<file path="config.mk">
export PLATFORM = sky130hd
export DESIGN_NAME = pld_sqrt
export DESIGN_NICKNAME = d
export VERILOG_FILES = /design/src/hdl/point_line_perpendicular_distance_assert.svh /design/src/hdl/pld_pkg.sv /design/src/hdl/pld_sqrt.sv
export SDC_FILE = /design/constraint.sdc
export NUM_CORES = 2
export LEC_CHECK = 0
export ABC_CLOCK_PERIOD_IN_PS = 8300
export BUFFER_PORTS_ARGS = -buffer_cell sky130_fd_sc_hd__buf_2
export CORE_MARGIN = 2
export CORE_UTILIZATION = 60
export CTS_CLUSTER_SIZE = 30
export DETAILED_ROUTE_END_ITERATION = 10
export PLACE_DENSITY = 0.81
export SYNTH_ARGS = -nofsm -noshare
export SYNTH_HDL_FRONTEND = slang
export SYNTH_SLANG_ARGS = --single-unit
</file>
<file path="constraint.sdc">
create_clock -name clk -period 8.3 [get_ports clk]
set_input_delay 0.83 -clock clk [delete_from_list [all_inputs] [get_ports clk]]
set_output_delay 0.83 -clock clk [all_outputs]
set_load 0.02 [all_outputs]
</file>
<file path="src/hdl/point_line_perpendicular_distance_assert.svh">
// Assertion macros for the point-to-line distance block
`ifndef POINT_LINE_PERPENDICULAR_DISTANCE_ASSERT_SVH
`define POINT_LINE_PERPENDICULAR_DISTANCE_ASSERT_SVH

// consequent must hold in the same cycle
`define PLD_ASSERT_NOW(lbl, ante, cons, msg) \
	lbl: assert property (@(posedge clk) disable iff (!arst_n) (ante) |-> (cons)) \
		else $error(msg);

// consequent must hold in the following cycle
`define PLD_ASSERT_NEXT(lbl, ante, cons, msg) \
	lbl: assert property (@(posedge clk) disable iff (!arst_n) (ante) |=> (cons)) \
		else $error(msg);

`endif

</file>
<file path="src/hdl/pld_pkg.sv">
// Shared constants and types of the point-to-line distance block
`timescale 1ns / 1ps

package pld_pkg;
	localparam int CoordBitsDef = 16;
	localparam int FracBitsDef  = 8;

	// per-item control that rides along the pipeline
	typedef struct packed {
		logic vld;
		logic zero;
		logic neg_x;
		logic neg_y;
	} pld_ctl_t;
endpackage

</file>
<file path="src/hdl/pld_sqrt.sv">
// Pipelined integer square root, one root bit per stage
`timescale 1ns / 1ps

module pld_sqrt #(
	parameter int RT_W = 25
) (
	input  logic              clk,
	input  logic              en,
	input  logic [2*RT_W-1:0] rad,
	output logic [RT_W-1:0]   root
);
	import pld_pkg::*;

	localparam int RW = RT_W + 2;

	logic [RW-1:0]     rem_s  [1:RT_W];
	logic [RT_W-1:0]   root_s [1:RT_W];
	logic [2*RT_W-1:0] xs_s   [1:RT_W];

	for (genvar i = 0; i < RT_W; i++) begin : g_stage
		logic [RW-1:0]     cur_rem;
		logic [RT_W-1:0]   cur_root;
		logic [2*RT_W-1:0] cur_xs;
		logic [RW+1:0]     remsh;
		logic [RW+2:0]     dif;

		if (i == 0) begin : g_first
			assign cur_rem  = '0;
			assign cur_root = '0;
			assign cur_xs   = rad;
		end else begin : g_next
			assign cur_rem  = rem_s[i];
			assign cur_root = root_s[i];
			assign cur_xs   = xs_s[i];
		end

		// bring down two radicand bits, try root*4+1
		assign remsh = {cur_rem, cur_xs[2*RT_W-1 -: 2]};
		assign dif   = (RW+3)'(remsh) - (RW+3)'({cur_root, 2'b01});

		always_ff @(posedge clk) begin
			if (en) begin
				xs_s[i+1] <= {cur_xs[2*RT_W-3:0], 2'b00};
				if (!dif[RW+2]) begin
					rem_s[i+1]  <= dif[RW-1:0];
					root_s[i+1] <= {cur_root[RT_W-2:0], 1'b1};
				end else begin
					rem_s[i+1]  <= remsh[RW-1:0];
					root_s[i+1] <= {cur_root[RT_W-2:0], 1'b0};
				end
			end
		end
	end

	assign root = root_s[RT_W];
endmodule

</file>
==> summary.txt <==
Timing
  • Final Skew: 42.4 ps
  • Fin. Hold Viols: 0
  • Tmin final: 4000 ps
  • Final TNS setup: 0 ps
  • Worst Max-Slew Pin Slew: 1200 ps
  • Setup violations, final: 0
  • Post-route setup slack: 4300 ps
  • Peak Freq: roughly 0.25 GHz
  • Period utilisation layout: between 40% and 50%
  • Max-slew violation count: 0
  • Worst slew margin: 19.9%
  • RSZ-0062 raised after global routing: no

Clock network
  • # resized after CTS: 0
  • Clk buf depth: 3
  • Hold Buf Count CTS: 0
  • Clock latency on the worst-skew pair: between 700 and 800 ps
  • Cts bufs inserted: 154
  • CTS tree: built
  • CTS sink cnt: between 1.5k and 2k
  • Worst-path clk slew: 70 ps
  • H-tree levels: 4
  • Root Buffer: clkbuf_16
  • Post-CTS setup buffers: 0

Synth
  • Synth Flop Type: edfxtp_1
  • Largest family of logic cells by synthesized area: simple AND/OR/NAND/NOR gates
  • Syn nets: approximately 5.8k
  • Mux cell area share after synthesis: 1.07%
  • Synth Area in Adders: under 10%
  • Compound-Gate Fraction of Synth Area: under 10%
  • Post-synthesis simple-gate area fraction: 9.73%
  • Number of distinct library cells after synthesis: 89
  • YS warnings: 0
  • Synth Area in XOR/XNOR: 6.07%
  • Synth async-reset ratio: 0%
  • Number of synthesized flops with an enable pin: about 1.5k
  • Mapped cell area: 0.0706 mm2
  • Syn_area_per_cell: around 13 um2
  • Register area share after synthesis: 65.4%
  • Cells after Synth: 5,376
  • Synthesized flop and latch total: 1,536

Route
  • Drt pass-1 iters: 7
  • Vias per std cell: 5.78
  • Routed Wire Length: roughly 120 mm
  • Initial DRC count: between 3k and 4k
  • Post-route ant nets: 0
  • Wire per inst: 17.2 um
  • Via Count: 41.3k
  • DRC viols: 0

Cells and area
  • Most common cell after layout, fill and taps aside: edfxtp_1
  • Number of fill cells in the layout: 7,992
  • Fin cells: approximately 7.1k
  • Layout Nets: 5,886
  • Most frequent cells in the layout: edfxtp_1, inv_1, nand2_1, nor2_1, ha_1
  • Ant. Diodes: 0
  • Layout area overhead: 10.2%
  • Layout cells sized above 1: 7.70%

Place
  • DP Cell Count: about 6.9k
  • Buffers on Ports: 76
  • Final HPWL DP: 83.5 mm
  • GP Congestion: 0.876
  • Post-Place Worst Slack: 4170 ps

Worst setup path
  • Worst EP arrival: roughly 4500 ps
  • Startpoint types: flip-flop
  • Critical Path Max Stage Delay: between 900 and 1000 ps
  • Critical path's slowest cell: a21o_1
  • Worst path cell trace: ha_1 -> o21a_1 -> o221ai_1 -> o21ai_1 -> a31oi_1 -> o2111ai_1 -> a21o_1 -> nand2_1 -> nor4_1 -> xor2_1
  • CP Class: reg2reg
  • Crit. End Element: flip-flop
  • Worst EP required: a little under 9000 ps
  • Crit Path Max Fanout: 37

Global routing
  • Initial antenna violation count: 1
  • Total GRT Usage: 20.4%
  • Final global-route overflow total: 0
  • Vias in the first global route: 40.8k
  • Largest net degree at the start of global routing: ~170
  • First-pass GRT wire length: 200 mm

Die
  • IO Pins: 77
  • Die X: approximately 350 um
  • Die Y: about 350 um
  • Initial Util: 60.7%
  • Row cnt: between 100 and 150
  • Die area: 0.120 mm2
  • Core area: 0.116 mm2

Status
  • Status: finished, final reports clean

Job
  • MaxCap Viol Count: 0

Power and ir drop
  • Leak pwr: 29.8 nW
  • VDD IR max: 0.205 mV
  • PwrDens: around 260 mW/mm2

Worst hold path
  • Hold crit path type: in2reg
## worst max-delay path: cells and delay by family, from the launching register on
family	cells	cell delay (ps)
and+or+nand+nor	2	600
AOI/OAI and AO/OA	6	2210
DFF	1	410
adders and majority gates	1	360
xor gates and xnor gates	1	120
## sequential cells by signal (all words and copies together) (netlist names)
| name | cells |
|---|---|
| rem_s | 611 |
| root_s | 325 |
| xs_s | 600 |
## power by group
group | internal [mW] | switching [mW] | total [mW] | leakage (nW)
Clock | 4.02 | 2.89 | 6.91 | 2.48
Sequential | 9.68 | 0.553 | 10.2 | 14.7
Combinational | 1.48 | 1.90 | 3.38 | 12.6
## cell type report
cell class                      count  area, um2  area share, %
Clock buffer                      178       3970           5.10
Clock inverter                     96       1130           1.46
Inverter                          443       1660           2.14
Multi-Input combinational cell   3265      22300           28.7
Sequential cell                  1536      46100           59.3
Tap cell                         1524       1910           2.45
Timing Repair Buffer              104        681          0.875
## routing by layer
metal / routed length (um) / GRT usage [%]
met5: 0 / 0
met2: 60500 / 34.9
met1: 51500 / 26.1
met3: 6620 / 3.16
met4: 4210 / 8.28
## cell usage after synthesis, types with 23 or more instances
| library cell | instances | area (um2) |
|---|---|---|
| nand2b_1 | 67 | 419 |
| a21oi_1 | 318 | 1590 |
| o31ai_1 | 26 | 195 |
| o21ai_1 | 56 | 280 |
| edfxtp_1 | 1536 | 46100 |
| nand3_1 | 93 | 465 |
| nor4_1 | 77 | 482 |
| xnor2_1 | 237 | 2080 |
| nand4_1 | 34 | 213 |
| mux2_2 | 51 | 574 |
| clkbuf_1 | 108 | 405 |
| o211ai_1 | 25 | 188 |
| xor2_1 | 252 | 2210 |
| a31oi_1 | 34 | 213 |
| o21ai_0 | 210 | 1050 |
| or3_1 | 60 | 375 |
| nor3_1 | 123 | 616 |
| a21o_1 | 114 | 856 |
| nor2b_1 | 54 | 338 |
| nor2_1 | 334 | 1250 |
| or4_1 | 37 | 278 |
| nand2_1 | 345 | 1290 |
| o21a_1 | 67 | 503 |
| o21bai_1 | 23 | 173 |
| inv_1 | 440 | 1650 |
| and3_1 | 28 | 175 |
| ha_1 | 330 | 4130 |
## cell families after synthesis
| kind of cell | count (synthesis) |
|---|---|
| flip-flops | 1536 |
| AND/OR/NAND/NOR | 1373 |
| AO/OA/AOI/OAI | 1005 |
| buffers and inverters | 575 |
| XOR/XNOR | 489 |
| adder cells (fa/ha/maj) | 330 |
| multiplexers | 68 |
## worst paths after layout
kind | slack [ps] | to | depth (start not counted) | from
max | 4300 | rem_s[0][563] | 10 | rem_s[0][514]
min reg2reg | 400 | xs_s[0][1000] | 0 | xs_s[0][950]
min | 230 | xs_s[0][75] | 1 | rad[27]
max reg2reg | 4300 | rem_s[0][563] | 10 | rem_s[0][514]
## per-stage QoR
step                total power, mW  area [um2]  util [%]  hold WS (ps)
floorplan                      12.8       70600         -           400
global placement               13.6       72600      62.4           400
detailed placement             13.7       72600      62.4           405
CTS                            20.7       77700      66.8           158
global route                   21.5       77700      66.8           186
finish                         20.5       77700      66.8           226
No activity file was read; power rests on OpenSTA's default activity.
