--- config.mk ---
export PLATFORM = sky130hd
export DESIGN_NAME = pld_div
export DESIGN_NICKNAME = d
export VERILOG_FILES = /design/src/hdl/point_line_perpendicular_distance_assert.svh /design/src/hdl/pld_pkg.sv /design/src/hdl/pld_div.sv
export SDC_FILE = /design/constraint.sdc
export NUM_CORES = 2
export LEC_CHECK = 0
export ABC_AREA = 0
export BUFFER_PORTS_ARGS = -buffer_cell sky130_fd_sc_hd__buf_4
export CAP_MARGIN = 20
export CORE_MARGIN = 2
export CORE_UTILIZATION = 49
export CTS_CLUSTER_SIZE = 14
export DETAILED_ROUTE_END_ITERATION = 8
export HOLD_SLACK_MARGIN = 0.06
export PLACE_DENSITY_LB_ADDON = 0.05
export SLEW_MARGIN = 20
export SYNTH_ARGS = -nofsm -noshare
export SYNTH_HDL_FRONTEND = slang
export SYNTH_SLANG_ARGS = --single-unit
export TNS_END_PERCENT = 30
--- constraint.sdc ---
create_clock -name clk -period 10.5 [get_ports clk]
set_clock_uncertainty 0.15 [all_clocks]
set_input_delay 0.525 -clock clk [delete_from_list [all_inputs] [get_ports clk]]
set_output_delay 0.525 -clock clk [all_outputs]
set_load 0.05 [all_outputs]
--- src/hdl/point_line_perpendicular_distance_assert.svh ---
// Assertion macros for the point-to-line distance block
`ifndef POINT_LINE_PERPENDICULAR_DISTANCE_ASSERT_SVH
`define POINT_LINE_PERPENDICULAR_DISTANCE_ASSERT_SVH

// consequent must hold in the same cycle
`define PLD_ASSERT_NOW(lbl, ante, cons, msg) \
	lbl: assert property (@(posedge clk) disable iff (!arst_n) (ante) |-> (cons)) \
		else $error(msg);

// consequent must hold in the following cycle
`define PLD_ASSERT_NEXT(lbl, ante, cons, msg) \
	lbl: assert property (@(posedge clk) disable iff (!arst_n) (ante) |=> (cons)) \
		else $error(msg);

`endif

--- src/hdl/pld_pkg.sv ---
// Shared constants and types of the point-to-line distance block
`timescale 1ns / 1ps

package pld_pkg;
	localparam int CoordBitsDef = 16;
	localparam int FracBitsDef  = 8;

	// per-item control that rides along the pipeline
	typedef struct packed {
		logic vld;
		logic zero;
		logic neg_x;
		logic neg_y;
	} pld_ctl_t;
endpackage

--- src/hdl/pld_div.sv ---
// Pipelined restoring divider, one quotient bit per stage
`timescale 1ns / 1ps

module pld_div #(
	parameter int NUM_W = 59,
	parameter int DEN_W = 34,
	parameter int QUO_W = 26
) (
	input  logic             clk,
	input  logic             en,
	input  logic [NUM_W-1:0] num,
	input  logic [DEN_W-1:0] den,
	output logic [QUO_W-1:0] quo,
	output logic             rem_nz
);
	import pld_pkg::*;

	// numerator top bits are below den by range, so they seed the remainder
	logic [DEN_W-1:0] rem_s [1:QUO_W];
	logic [QUO_W-1:0] pq_s  [1:QUO_W];
	logic [DEN_W-1:0] den_s [1:QUO_W];

	for (genvar i = 0; i < QUO_W; i++) begin : g_stage
		logic [DEN_W-1:0] cur_rem;
		logic [QUO_W-1:0] cur_pq;
		logic [DEN_W-1:0] cur_den;
		logic [DEN_W:0]   shf;
		logic [DEN_W:0]   dif;

		if (i == 0) begin : g_first
			assign cur_rem = DEN_W'(num[NUM_W-1:QUO_W]);
			assign cur_pq  = num[QUO_W-1:0];
			assign cur_den = den;
		end else begin : g_next
			assign cur_rem = rem_s[i];
			assign cur_pq  = pq_s[i];
			assign cur_den = den_s[i];
		end

		// shift in next numerator bit, trial subtract
		assign shf = {cur_rem, cur_pq[QUO_W-1]};
		assign dif = shf - {1'b0, cur_den};

		always_ff @(posedge clk) begin
			if (en) begin
				den_s[i+1] <= cur_den;
				if (!dif[DEN_W]) begin
					rem_s[i+1] <= dif[DEN_W-1:0];
					pq_s[i+1]  <= {cur_pq[QUO_W-2:0], 1'b1};
				end else begin
					rem_s[i+1] <= shf[DEN_W-1:0];
					pq_s[i+1]  <= {cur_pq[QUO_W-2:0], 1'b0};
				end
			end
		end
	end

	assign quo    = pq_s[QUO_W];
	assign rem_nz = (rem_s[QUO_W] != '0);
endmodule

==> out/metrics.yaml <==
logic_synthesis:
  synthFlopType: "edfxtp_1"
  ys_async_sr_fraction_pct: 0
  synthSimpleGateAreaFrac_pct: 7.800
  synth_edf_count: 2410
  syn_nets: 11881
  netlist_top_cells_area: "edfxtp_1 (56%), ha_1 (8.6%), mux2_2 (3.7%)"
  synthCells: 10876
  synth_common_cells: "edfxtp_1 (2410), inv_1 (1089), ha_1 (884)"
  ys_seq_elements: 2410
  avgSynthCellArea_um2: 11.84
  synthMuxAreaShare_pct: 3.977
  syn_area_um2: 128700
  synthAdderAreaFrac_pct: 8.995
  yosys_warnings: 0
  synth_top_area_share_pct: 56.21
  synth-compound-area-share_pct: 13.75
  synth.distinct_cells: 92
  synthXorXnorAreaFrac_pct: 5.231
  synth_top_family_by_area: "compound AO/OA/AOI/OAI gates"
  synth.most_common_cell: "edfxtp_1"
  yosysSeqAreaShare_pct: 56.21
  yosysTopAreaCell: "edfxtp_1"
route:
  antenna_left: 0
  vias_per_cell: 5.517
  wl_um: 272200
  drt_iter0_drc: 4252
  vias: 82237
  route.detailed.drc: 0
  dr.pass1.iters: 9
  wl_per_cell_um: 18.26
sta:
  slew_headroom_pct: 11.64
  timing.final.ws_setup_ns: 4.972
  finalHoldViolCount: 0
  worst_slew_pin_slew_ns: 1.325
  layout_min_cycle_time_ns: 5.528
  max_freq_mhz: 180.9
  final.setup.tns_ns: 0
  slew_viol_final: 0
  setup-violations-final: 0
  rsz0062_at_grt: "no"
  timing.final.crit_share_pct: 52.65
placement:
  numPortBuffers: 121
  post-place-ws_ns: 4.988
  place.gp.congestion: 0.9008
  place_hpwl_um: 201900
  place_area_um2: 133600
pwr:
  seqPwrFrac_pct: 34.6
  sw_frac_of_total_pct: 36.41
  clock_power_share_pct: 21.1
  p_per_area_nw_per_um2: 310.6
  power.leakage_nw: 57.79
  comb_power_share_pct: 44.3
  vdd_drop_max_uv: 214.9
  p_int_mw: 28.32
  power_mw: 44.54
  p_switching_mw: 16.22
cells_and_area:
  finalNetCount: 12180
  area_growth_pct: 11.37
  fill_cells: 21714
  fin_area_um2: 143400
  drive_above_1_share_pct: 9.536
clock_network:
  clockBufferDepth: 4
  h-tree-depth: 5
  clock_latency_ns: 0.88
  cts.clk_slew.worst_paths_ns: 0.06
  clkSinkCount: 2410
  cts-resized-gates: 0
  root_buffer: "clkbuf_16"
  cts_tree: "yes"
  cts_buffers: 282
floorplan:
  die_x_um: 516.6
  initial_utilization_pct: 49.18
  std_cell_rows: 188
  die_height_um: 516.6
  core_area_um2: 261800
  io_pins: 122
  dieArea_um2: 266900
worst_setup_path:
  crit_type: "flop to flop"
  start_kind: "flop"
  crit_path_end_kind: "flop"
  crit_required_ns: 10.97
  r2r_start: "pq_s[0][623]"
  arrival_ns: 6.00
  r2r_slack_ns: 4.97
  rr_endpoint: "rem_s[0][824]"
  reg2reg_depth: 17
  path_max_fanout: 35
global_route:
  grt_pass1_wl_um: 434900
  grt_use_met2_pct: 41.82
  grt_pass1_vias: 86709
  gr-total-overflow: 0
  busiest_layer: "met2"
  grtUsageTotal_pct: 20.18
  use_met1_pct: 18.84
  grt_start_max_net_pins: 191
  antenna_found_initial: 2
  grtUsageMet3_pct: 2.614
min_path:
  hold_path.class: "input port to flop"
  worstHoldStart: "num[20]"
  whs_endpoint: "pq_s[0][47]"
  holdPathStages: 2
outcome:
  status: "finished clean"
run:
  drv_cap: 0
[cells in the final DEF (no fill, tap or decap), types with 21 or more instances in the layout]
cell type / instances
a31oi_1: 90
a211o_1: 21
o21ai_1: 29
a21o_1: 457
nand3_1: 156
a221oi_1: 35
nor4_1: 21
a211oi_1: 60
a21oi_1: 811
o21bai_1: 89
clkinv_2: 45
nand2_1: 847
fa_1: 26
ha_1: 884
clkinv_1: 59
clkbuf_16: 289
nand2b_1: 128
xor2_1: 315
or2_2: 35
o31ai_1: 69
mux2i_1: 32
nand4_1: 74
nor2_1: 422
a21boi_0: 27
nor2b_1: 111
edfxtp_1: 2410
a221o_1: 23
o21a_1: 111
and2_1: 54
o21ai_0: 784
and3_1: 82
mux2_2: 422
xnor2_1: 453
dlygate4sd3_1: 94
o211ai_1: 28
nor3_1: 81
clkbuf_1: 59
buf_4: 179
inv_1: 1089
[critical path, stage by stage (launching register included)]
cell and delay [ns]:
edfxtp_1 0.36, inv_1 0.09, ha_1 0.17, inv_1 0.06
fa_1 0.40, a21o_1 0.24, nor3b_1 0.16, o41ai_1 0.60
a21oi_1 0.21, o311ai_1 0.73, o21ai_1 0.37, nand2_1 0.17
o2bb2ai_1 0.17, xor2_2 0.15, buf_4 0.27, and2_1 0.16
buf_4 0.40, mux2_2 0.39
[power groups by stage]
stage | Clock, mW | Sequential, mW | Combinational, mW
after floorplan | 0 | 15.1 | 15.2
after global placement | 0 | 15.6 | 19.1
after detailed placement | 0 | 15.6 | 19.6
after CTS | 9.68 | 15.4 | 19.7
after global routing | 10.0 | 15.7 | 21.9
final | 9.39 | 15.4 | 19.7
[final cells by class]
cell class / count / area, um^2 / share of cell area [%]
flip-flops and latches: 2410 / 72370 / 50.47
multi-input cells: 7111 / 51270 / 35.76
clock buffers: 348 / 7453 / 5.198
well taps: 3515 / 4398 / 3.067
inverters: 1089 / 4088 / 2.851
repair buffers: 281 / 2452 / 1.710
clock inverters: 150 / 1343 / 0.9364
diodes: 2 / 5.005 / 0.003491
[kinds of logic after synthesis]
kind of cell               after synthesis
and+or+nand+nor                       2126
muxes                                  458
buffers and inverters                 1355
AOI/OAI and AO/OA                     2848
DFF                                   2410
xor gates and xnor gates               769
adders and majority gates              910
[registers in the layout, summed over array words and instances, names as in the netlist]
name / flops
den_s: 850
pq_s: 676
rem_s: 884
[worst max-delay path by stage]
stage	startpoint	to	slack, ns	cells past startpoint
after global placement	pq_s[0][103]	rem_s[0][137]	5.04	15
after global routing	pq_s[0][129]	rem_s[0][171]	4.66	15
after CTS	pq_s[0][623]	rem_s[0][837]	4.96	17
after floorplan	num[25]	rem_s[0][59]	6.44	16
final	pq_s[0][623]	rem_s[0][824]	4.97	17
after detailed placement	pq_s[0][103]	rem_s[0][137]	4.99	15
[routing by layer]
| layer | share of wire (%) | up-vias |
|---|---|---|
| met1 | 35 | 39471 |
| met5 | 0 | - |
| li1 | - | 40490 |
| met2 | 57 | 1501 |
| met4 | 5.0 | 0 |
| met3 | 2.8 | 775 |
[stage by stage]
stage | instances | hold WS [ns] | utilization, %
2_1_floorplan | 10876 | 0.2503 | -
3_3_place_gp | 14311 | 0.2506 | 51.04
3_5_place_dp | 14311 | 0.2545 | 51.04
4_1_cts | 14903 | 0.1261 | 54.76
5_1_grt | 14906 | 0.1609 | 54.77
6_report | 14906 | 0.2172 | 54.77
[timing repair]
action,in CTS,in global routing
hold buffers,94,0
setup buffers,0,0
endpoints found under the hold margin,175,0
endpoints found under the setup margin,0,0
Note: power is estimated with default switching activity, not from simulation.
