### src/hdl/point_line_perpendicular_distance_assert.svh
// Assertion macros for the point-to-line distance block
`ifndef POINT_LINE_PERPENDICULAR_DISTANCE_ASSERT_SVH
`define POINT_LINE_PERPENDICULAR_DISTANCE_ASSERT_SVH

// consequent must hold in the same cycle
`define PLD_ASSERT_NOW(lbl, ante, cons, msg) \
	lbl: assert property (@(posedge clk) disable iff (!arst_n) (ante) |-> (cons)) \
		else $error(msg);

// consequent must hold in the following cycle
`define PLD_ASSERT_NEXT(lbl, ante, cons, msg) \
	lbl: assert property (@(posedge clk) disable iff (!arst_n) (ante) |=> (cons)) \
		else $error(msg);

`endif

### src/hdl/pld_pkg.sv
// Shared constants and types of the point-to-line distance block
`timescale 1ns / 1ps

package pld_pkg;
	localparam int CoordBitsDef = 16;
	localparam int FracBitsDef  = 8;

	// per-item control that rides along the pipeline
	typedef struct packed {
		logic vld;
		logic zero;
		logic neg_x;
		logic neg_y;
	} pld_ctl_t;
endpackage

### src/hdl/pld_dly.sv
// Enabled delay line for data that waits on the long arithmetic path
`timescale 1ns / 1ps

module pld_dly #(
	parameter int WIDTH = 8,
	parameter int DEPTH = 4
) (
	input  logic             clk,
	input  logic             arst_n,
	input  logic             en,
	input  logic [WIDTH-1:0] d,
	output logic [WIDTH-1:0] q
);
	import pld_pkg::*;

	logic [WIDTH-1:0] tap_q [DEPTH];

	// shift one place per enabled cycle
	always_ff @(posedge clk or negedge arst_n) begin
		if (!arst_n) begin
			for (int i = 0; i < DEPTH; i++) tap_q[i] <= '0;
		end else if (en) begin
			tap_q[0] <= d;
			for (int i = 1; i < DEPTH; i++) tap_q[i] <= tap_q[i-1];
		end
	end

	assign q = tap_q[DEPTH-1];
endmodule

### config.mk
export PLATFORM = sky130hd
export DESIGN_NAME = pld_dly
export DESIGN_NICKNAME = d
export VERILOG_FILES = /design/src/hdl/point_line_perpendicular_distance_assert.svh /design/src/hdl/pld_pkg.sv /design/src/hdl/pld_dly.sv
export SDC_FILE = /design/constraint.sdc
export NUM_CORES = 1
export LEC_CHECK = 0
export BUFFER_PORTS_ARGS = -buffer_cell sky130_fd_sc_hd__buf_2
export CORE_ASPECT_RATIO = 1.5
export CORE_MARGIN = 10
export CORE_UTILIZATION = 55
export CTS_BUF_LIST = sky130_fd_sc_hd__clkbuf_4
export CTS_CLUSTER_SIZE = 10
export DETAILED_ROUTE_END_ITERATION = 16
export PLACE_DENSITY = 0.78
export SLEW_MARGIN = 20
export SYNTH_ARGS = -nofsm -noshare
export SYNTH_HDL_FRONTEND = slang
export SYNTH_SLANG_ARGS = --single-unit
### constraint.sdc
create_clock -name clk -period 0.8 [get_ports clk]
set_input_delay 0.16 -clock clk [delete_from_list [all_inputs] [get_ports clk]]
set_output_delay 0.16 -clock clk [all_outputs]
set_load 0.01 [all_outputs]
==> summary.txt, run 1 <==
Power
  • Leak pwr: 0.0008186 uW
  • Total power: 4145 uW
  • Max VDD drop: 1.706 mV
  • Pwr/cell area: 2584 nW/um^2

Synthesis
  • Most used DFF post-synth: dfrtp_1
  • Top cell type's share of synthesized area: 0.5699
  • Cells after Synth: 76
  • Synth warnings: 0
  • Syn_area_per_cell: 18.49 sq um
  • Post-synth EDFFs: 0
  • Synth area leaders: dfrtp_1, mux2_4, buf_12
  • Sequential-to-total area share from yosys stat: 0.5699
  • Netlist Area Pre-Place: 1405 sq um
  • Most instantiated cells after synthesis: dfrtp_1, mux2_4, buf_4
  • Synth area leader: dfrtp_1
  • Most frequent cell after synthesis: dfrtp_1
  • #FFs+latches synth: 32
  • Unique masters post-synth: 6
  • Syn Nets: 87
  • Synth async-reset ratio: 1.000

CTS
  • CTS Sinks: 32
  • CTS tree: done
  • Clock transition at path regs: 100 ps
  • Htree depth: 2
  • CTS root buffer: clkbuf_4
  • Max Buffers Root-to-Sink: 2
  • Cts repair resizes: 0
  • CTS Buf Count: 5
  • Clock latency on the worst-skew pair: 330 ps

Timing
  • Slew HR: 0.8844
  • Worst Clk Skew: 9.620 ps
  • Total negative setup slack: -2343 ps
  • Setup-failing EPs final: 15
  • Worst-Margin Slew: 173.4 ps
  • Ratio of final minimum period to clock period: 1.274
  • Fin crit period: 1019 ps
  • Setup slack after layout: -218.8 ps
  • RSZ-0062 raised after global routing: yes
  • FMAX: 981.5 MHz
  • Fin. max-slew vios: 0
  • Fin Hold WS: 53.85 ps
  • Final hold vios: 0

Final layout
  • Filler cell count: 166
  • Share of layout cells above drive strength 1: 0.6765
  • Post-Layout Cell Count: 126
  • Multi-input combinational cell area: 473.0 sq um
  • Layout area overhead: 14.16%
  • N_diodes: 0
  • Layout Nets: 112
  • Sequential Area: 800.8 sq um
  • Post-Route Utilization: 0.6548

Hold path
  • Worst hold path class: input port to flop
  • Hold path cells: 2

Setup path
  • Slowest cell delay on critical path: 390 ps
  • Slowest-stage cell, CP: dfrtp_1
  • Delay-heaviest family, CP: flip-flops
  • Path depth of the worst reg2reg path: 3
  • Worst Setup Path Type: flop to output port
  • Critical path capture point type: output port
  • Crit Path Max Fanout: 2
  • Setup crit start kind: flop
  • Worst EP arrival: 860 ps
  • Number of cells on the critical path: 1
  • Cell breakdown of the critical path: buf_2
  • Worst Path Buf+Inv: 1
  • CP required: 640 ps

Drt
  • Drt pass-1 iters: 2
  • Via Count: 643
  • DRT iter0 DRCs: 16
  • Via-to-Cell Ratio: 5.103
  • Drt drc: 0
  • Antenna-violating nets left: 0
  • DRT Wirelength: 2.059 mm
  • Routed wire per std cell: 16.34 microns

Floorplanning
  • Core area: 2450 sq um
  • Top-level port count: 19
  • Rows: 22
  • Die footprint: 5018 sq um
  • Starting Density: 0.5735
  • Die height: 81.91 microns
  • Die X: 61.27 microns

GRT
  • Largest net degree at the start of global routing: 33
  • GRT overflow: 0
  • Number of global-route vias before repair: 747
  • GRT Overall Usage: 0.09716
  • First-pass GRT wire length: 3.505 mm
  • Antenna violations before repair: 0

Run
  • Max_cap viols: 0

Place
  • Placed Cells: 109
  • PortBufs: 18
  • Routability cong.: 0.6320

Outcome
  • Failing checks: negative setup slack
  • Outcome: finished, violations left
==> layout by cell type, fill, tap and decap left out <==
master | Yosys | routed
dfrtp_1 | 32 | 32
buf_2 | 0 | 18
mux2_2 | 2 | 2
mux2_4 | 30 | 30
clkbuf_4 | 0 | 6
buf_12 | 3 | 3
bufinv_16 | 0 | 1
buf_4 | 8 | 8
clkinv_2 | 0 | 1
dlygate4sd3_1 | 0 | 1
==> cells by family after synthesis <==
kind of cell           after synthesis  share of synthesized area
buffers and inverters               12                    0.09350
flip-flops                          32                     0.5699
multiplexers                        32                     0.3366
==> registers in the layout (all words and copies together), names as in the netlist <==
signal and cells:
q 8, tap_q 24
==> path summary, 6_finish.rpt <==
path                                       start  slack (ps)               endpoint
max                             q[5]$_DFFE_PN0P_        -220                   q[5]
max reg2reg                     q[5]$_DFFE_PN0P_        -210       q[5]$_DFFE_PN0P_
min in group asynchronous                 arst_n         300  tap_q[20]$_DFFE_PN0P_
min                                         d[0]          50  tap_q[24]$_DFFE_PN0P_
max in group asynchronous                 arst_n         320       q[1]$_DFFE_PN0P_
min reg2reg                tap_q[26]$_DFFE_PN0P_         510  tap_q[18]$_DFFE_PN0P_
==> cell type report <==
class,instances,share of cell area
clock buffers,6,0.02808
clock inverters,2,0.02184
multi-input cells,32,0.2949
flip-flops and latches,32,0.4992
well taps,24,0.01872
repair buffers,30,0.1373
==> routing by layer <==
metal / vias to the layer above / wire [microns] / global-route usage / share of wire
li1: 302 / - / - / -
met1: 316 / 921 / 0.1099 / 0.45
met2: 18 / 966 / 0.1426 / 0.47
met3: 7 / 116 / 0.03704 / 0.056
met4: 0 / 53 / 0.07569 / 0.026
met5: - / 0 / 0 / 0
==> stage by stage <==
step	cell area, sq um	setup WS [ps]
2_1_floorplan	1414	-20.29
3_3_place_gp	1454	-138.2
3_5_place_dp	1454	-166.8
4_1_cts	1582	-245.8
5_1_grt	1604	-264.8
6_report	1604	-218.8
==> power breakdown <==
group	total, uW	switching (uW)	internal (uW)
logic	886	278	608
clock network	1210	524	689
registers	2050	151	1900
total	4150	953	3190
==> repair_timing <==
action,CTS,global route
hold buffers,1,0
gates cloned,0,0
endpoints found under the hold margin,32,0
endpoints found under the setup margin,8,17
setup buffers,5,3
pin swaps,0,0
Note: power is estimated with default switching activity, not from simulation.
==> run 2: changes to the inputs <==
PLACE_DENSITY = 0.77   (was 0.78)
clock period = 1.3 ns   (was 0.8 ns; I/O delays follow)
==> summary.txt, run 2 (same netlist as run 1, synthesis figures left out) <==
Outcome
  • Outcome: complete, no violations

CTS
  • Clock latency on the worst-skew pair: 320 ps (about the same)
  • Cts repair resizes: 0 (unchanged)
  • Clock transition at path regs: 100 ps (about the same)
  • Max Buffers Root-to-Sink: 2 (unchanged)
  • CTS tree: done
  • CTS Buf Count: 5 (unchanged)
  • Htree depth: 2 (unchanged)
  • CTS root buffer: clkbuf_4
  • CTS Sinks: 32 (unchanged)

Setup path
  • Worst Setup Path Type: flop to output port
  • Crit Path Max Fanout: 2 (unchanged)
  • FF-to-FF End: q[7]$_DFFE_PN0P_
  • Setup crit start kind: flop
  • Worst Path Buf+Inv: 1 (unchanged)
  • Slowest-stage cell, CP: dfrtp_1
  • Critical path capture point type: output port
  • Reg2Reg Setup Slack: 520 ps (+730 ps)
  • Delay-heaviest family, CP: flip-flops
  • Path depth of the worst reg2reg path: 1 (-2)
  • Worst EP arrival: 850 ps (about the same)
  • Cell breakdown of the critical path: buf_2
  • CP required: 1040 ps (+400 ps)
  • Reg2reg start: q[7]$_DFFE_PN0P_
  • Slowest cell delay on critical path: 390 ps (about the same)

Timing
  • FMAX: 898.2 MHz
  • Setup-failing EPs final: 0 (-15)
  • Worst-Margin Slew: 381.6 ps (+208.2 ps)
  • Fin. max-slew vios: 0 (unchanged)
  • Slew HR: 0.7456 (-0.1388)
  • Ratio of final minimum period to clock period: 0.8564
  • Fin crit period: 1113 ps
  • Final hold vios: 0 (unchanged)
  • Total negative setup slack: 0 ps (+2343 ps)
  • RSZ-0062 raised after global routing: no
  • Worst Clk Skew: 11.93 ps (+2.314 ps)

Power
  • Switching share of power: 0.2500 (+0.02010)
  • Leak pwr: 0.0007620 uW (-6.9%)
  • Clock group share of total power: 0.228 (-0.065)
  • Total power: 2219 uW (-46%)
  • Combinational share of power: 0.203 (-0.011)
  • Internal: 1665 uW (-48%)
  • Max VDD drop: 0.8694 mV (-49%)
  • Pwr/cell area: 1477 nW/um^2 (-43%)
  • Net Switching: 554.8 uW (-42%)
  • Part of the power in registers: 0.569 (+0.075)

Drt
  • Drt drc: 0 (unchanged)
  • Antenna-violating nets left: 0 (unchanged)
  • DRT Wirelength: 1.947 mm (-5.4%)
  • Drt pass-1 iters: 2 (unchanged)
  • Via Count: 629 (-2.2%)
  • DRT iter0 DRCs: 14 (-2)
  • Routed wire per std cell: 16.50 microns (+0.97%)
  • Via-to-Cell Ratio: 5.331 (+4.5%)

Floorplanning
  • Die footprint: 5018 sq um (unchanged)
  • Die X: 61.27 microns (unchanged)
  • Top-level port count: 19 (unchanged)
  • Starting Density: 0.5735 (unchanged)
  • Die height: 81.91 microns (unchanged)
  • Core area: 2450 sq um (unchanged)
  • Rows: 22 (unchanged)

GRT
  • GRT overflow: 0 (unchanged)
  • First-pass GRT wire length: 3.215 mm (-8.3%)
  • Antenna violations before repair: 0 (unchanged)
  • Largest net degree at the start of global routing: 33 (unchanged)
  • Number of global-route vias before repair: 703 (-5.9%)
  • GRT Overall Usage: 0.08711 (-0.01005)

Hold path
  • Worst hold path class: input port to flop
  • Hold Path End: tap_q[26]$_DFFE_PN0P_
  • Hold path start: d[2]
  • Hold path cells: 2 (unchanged)

Final layout
  • Max reg flops: 24 (unchanged)
  • N_diodes: 0 (unchanged)
  • Layout area overhead: 6.946%
  • Layout Nets: 104 (-7.1%)
  • Post-Layout Cell Count: 118 (-6.3%)
  • Most frequent cells in the layout: dfrtp_1, mux2_4, buf_2
  • Register name with the most flops: tap_q
  • Commonest non-fill, non-tap cell in the layout: dfrtp_1
  • Share of layout cells above drive strength 1: 0.6383 (-0.03817)
  • Post-Route Utilization: 0.6134 (-0.04137)

Place
  • PortBufs: 18 (unchanged)
  • Routability cong.: 0.6147 (-2.7%)
  • Placed Cells: 109 (unchanged)
  • HPWL Detailed: 1.334 mm

Run
  • Max_cap viols: 0 (unchanged)
==> run 2: metal layers <==
| metal | track usage | vias to the layer above | share of wire |
|---|---|---|---|
| li1 | - | 284 | - |
| met1 | 0.1078 | 326 | 0.43 |
| met2 | 0.1217 | 17 | 0.48 |
| met3 | 0.03549 | 2 | 0.078 |
| met4 | 0.05505 | 0 | 0.010 |
| met5 | 0 | - | 0 |
==> run 2: worst max-delay path by stage <==
stage / startpoint / end / slack (ps) / cells after the start
detailed placement: en / tap_q[21]$_DFFE_PN0P_ / 250 / 3
finish: q[5]$_DFFE_PN0P_ / q[5] / 190 / 1
floorplan: en / q[0]$_DFFE_PN0P_ / 370 / 3
global placement: en / tap_q[21]$_DFFE_PN0P_ / 260 / 3
global route: q[1]$_DFFE_PN0P_ / q[1] / 130 / 1
CTS: q[5]$_DFFE_PN0P_ / q[5] / 170 / 1
==> run 2: power groups by stage <==
stage,registers [uW],logic (uW),clock network [uW]
after floorplan,1250,426,0
after global placement,1270,442,0
after detailed placement,1280,455,0
after CTS,1270,463,534
after global routing,1280,488,570
final,1260,451,506
==> run 2: final cells by class <==
cell class,instances,area [sq um]
fill,190,947.2
clock buffer,5,37.54
clock inverter,3,13.76
timing repair buffer,22,147.6
multi-input combinational,32,473.0
tap,24,30.03
sequential,32,800.8
==> run 2: per-stage QoR <==
stage	hold slack [ps]	worst slack, ps	area, sq um
2_1_floorplan	-35.59	372.8	1405
3_3_place_gp	286.6	264.0	1441
3_5_place_dp	294.4	250.6	1441
4_1_cts	151.7	165.6	1503
5_1_grt	146.7	131.4	1503
6_report	164.2	186.7	1503
==> run 2: what timing repair did <==
action / CTS / global route
hold buffers: 1 / 0
setup endpoints to repair: 0 / 0
endpoints found under the hold margin: 32 / 0
setup buffers: 0 / 0
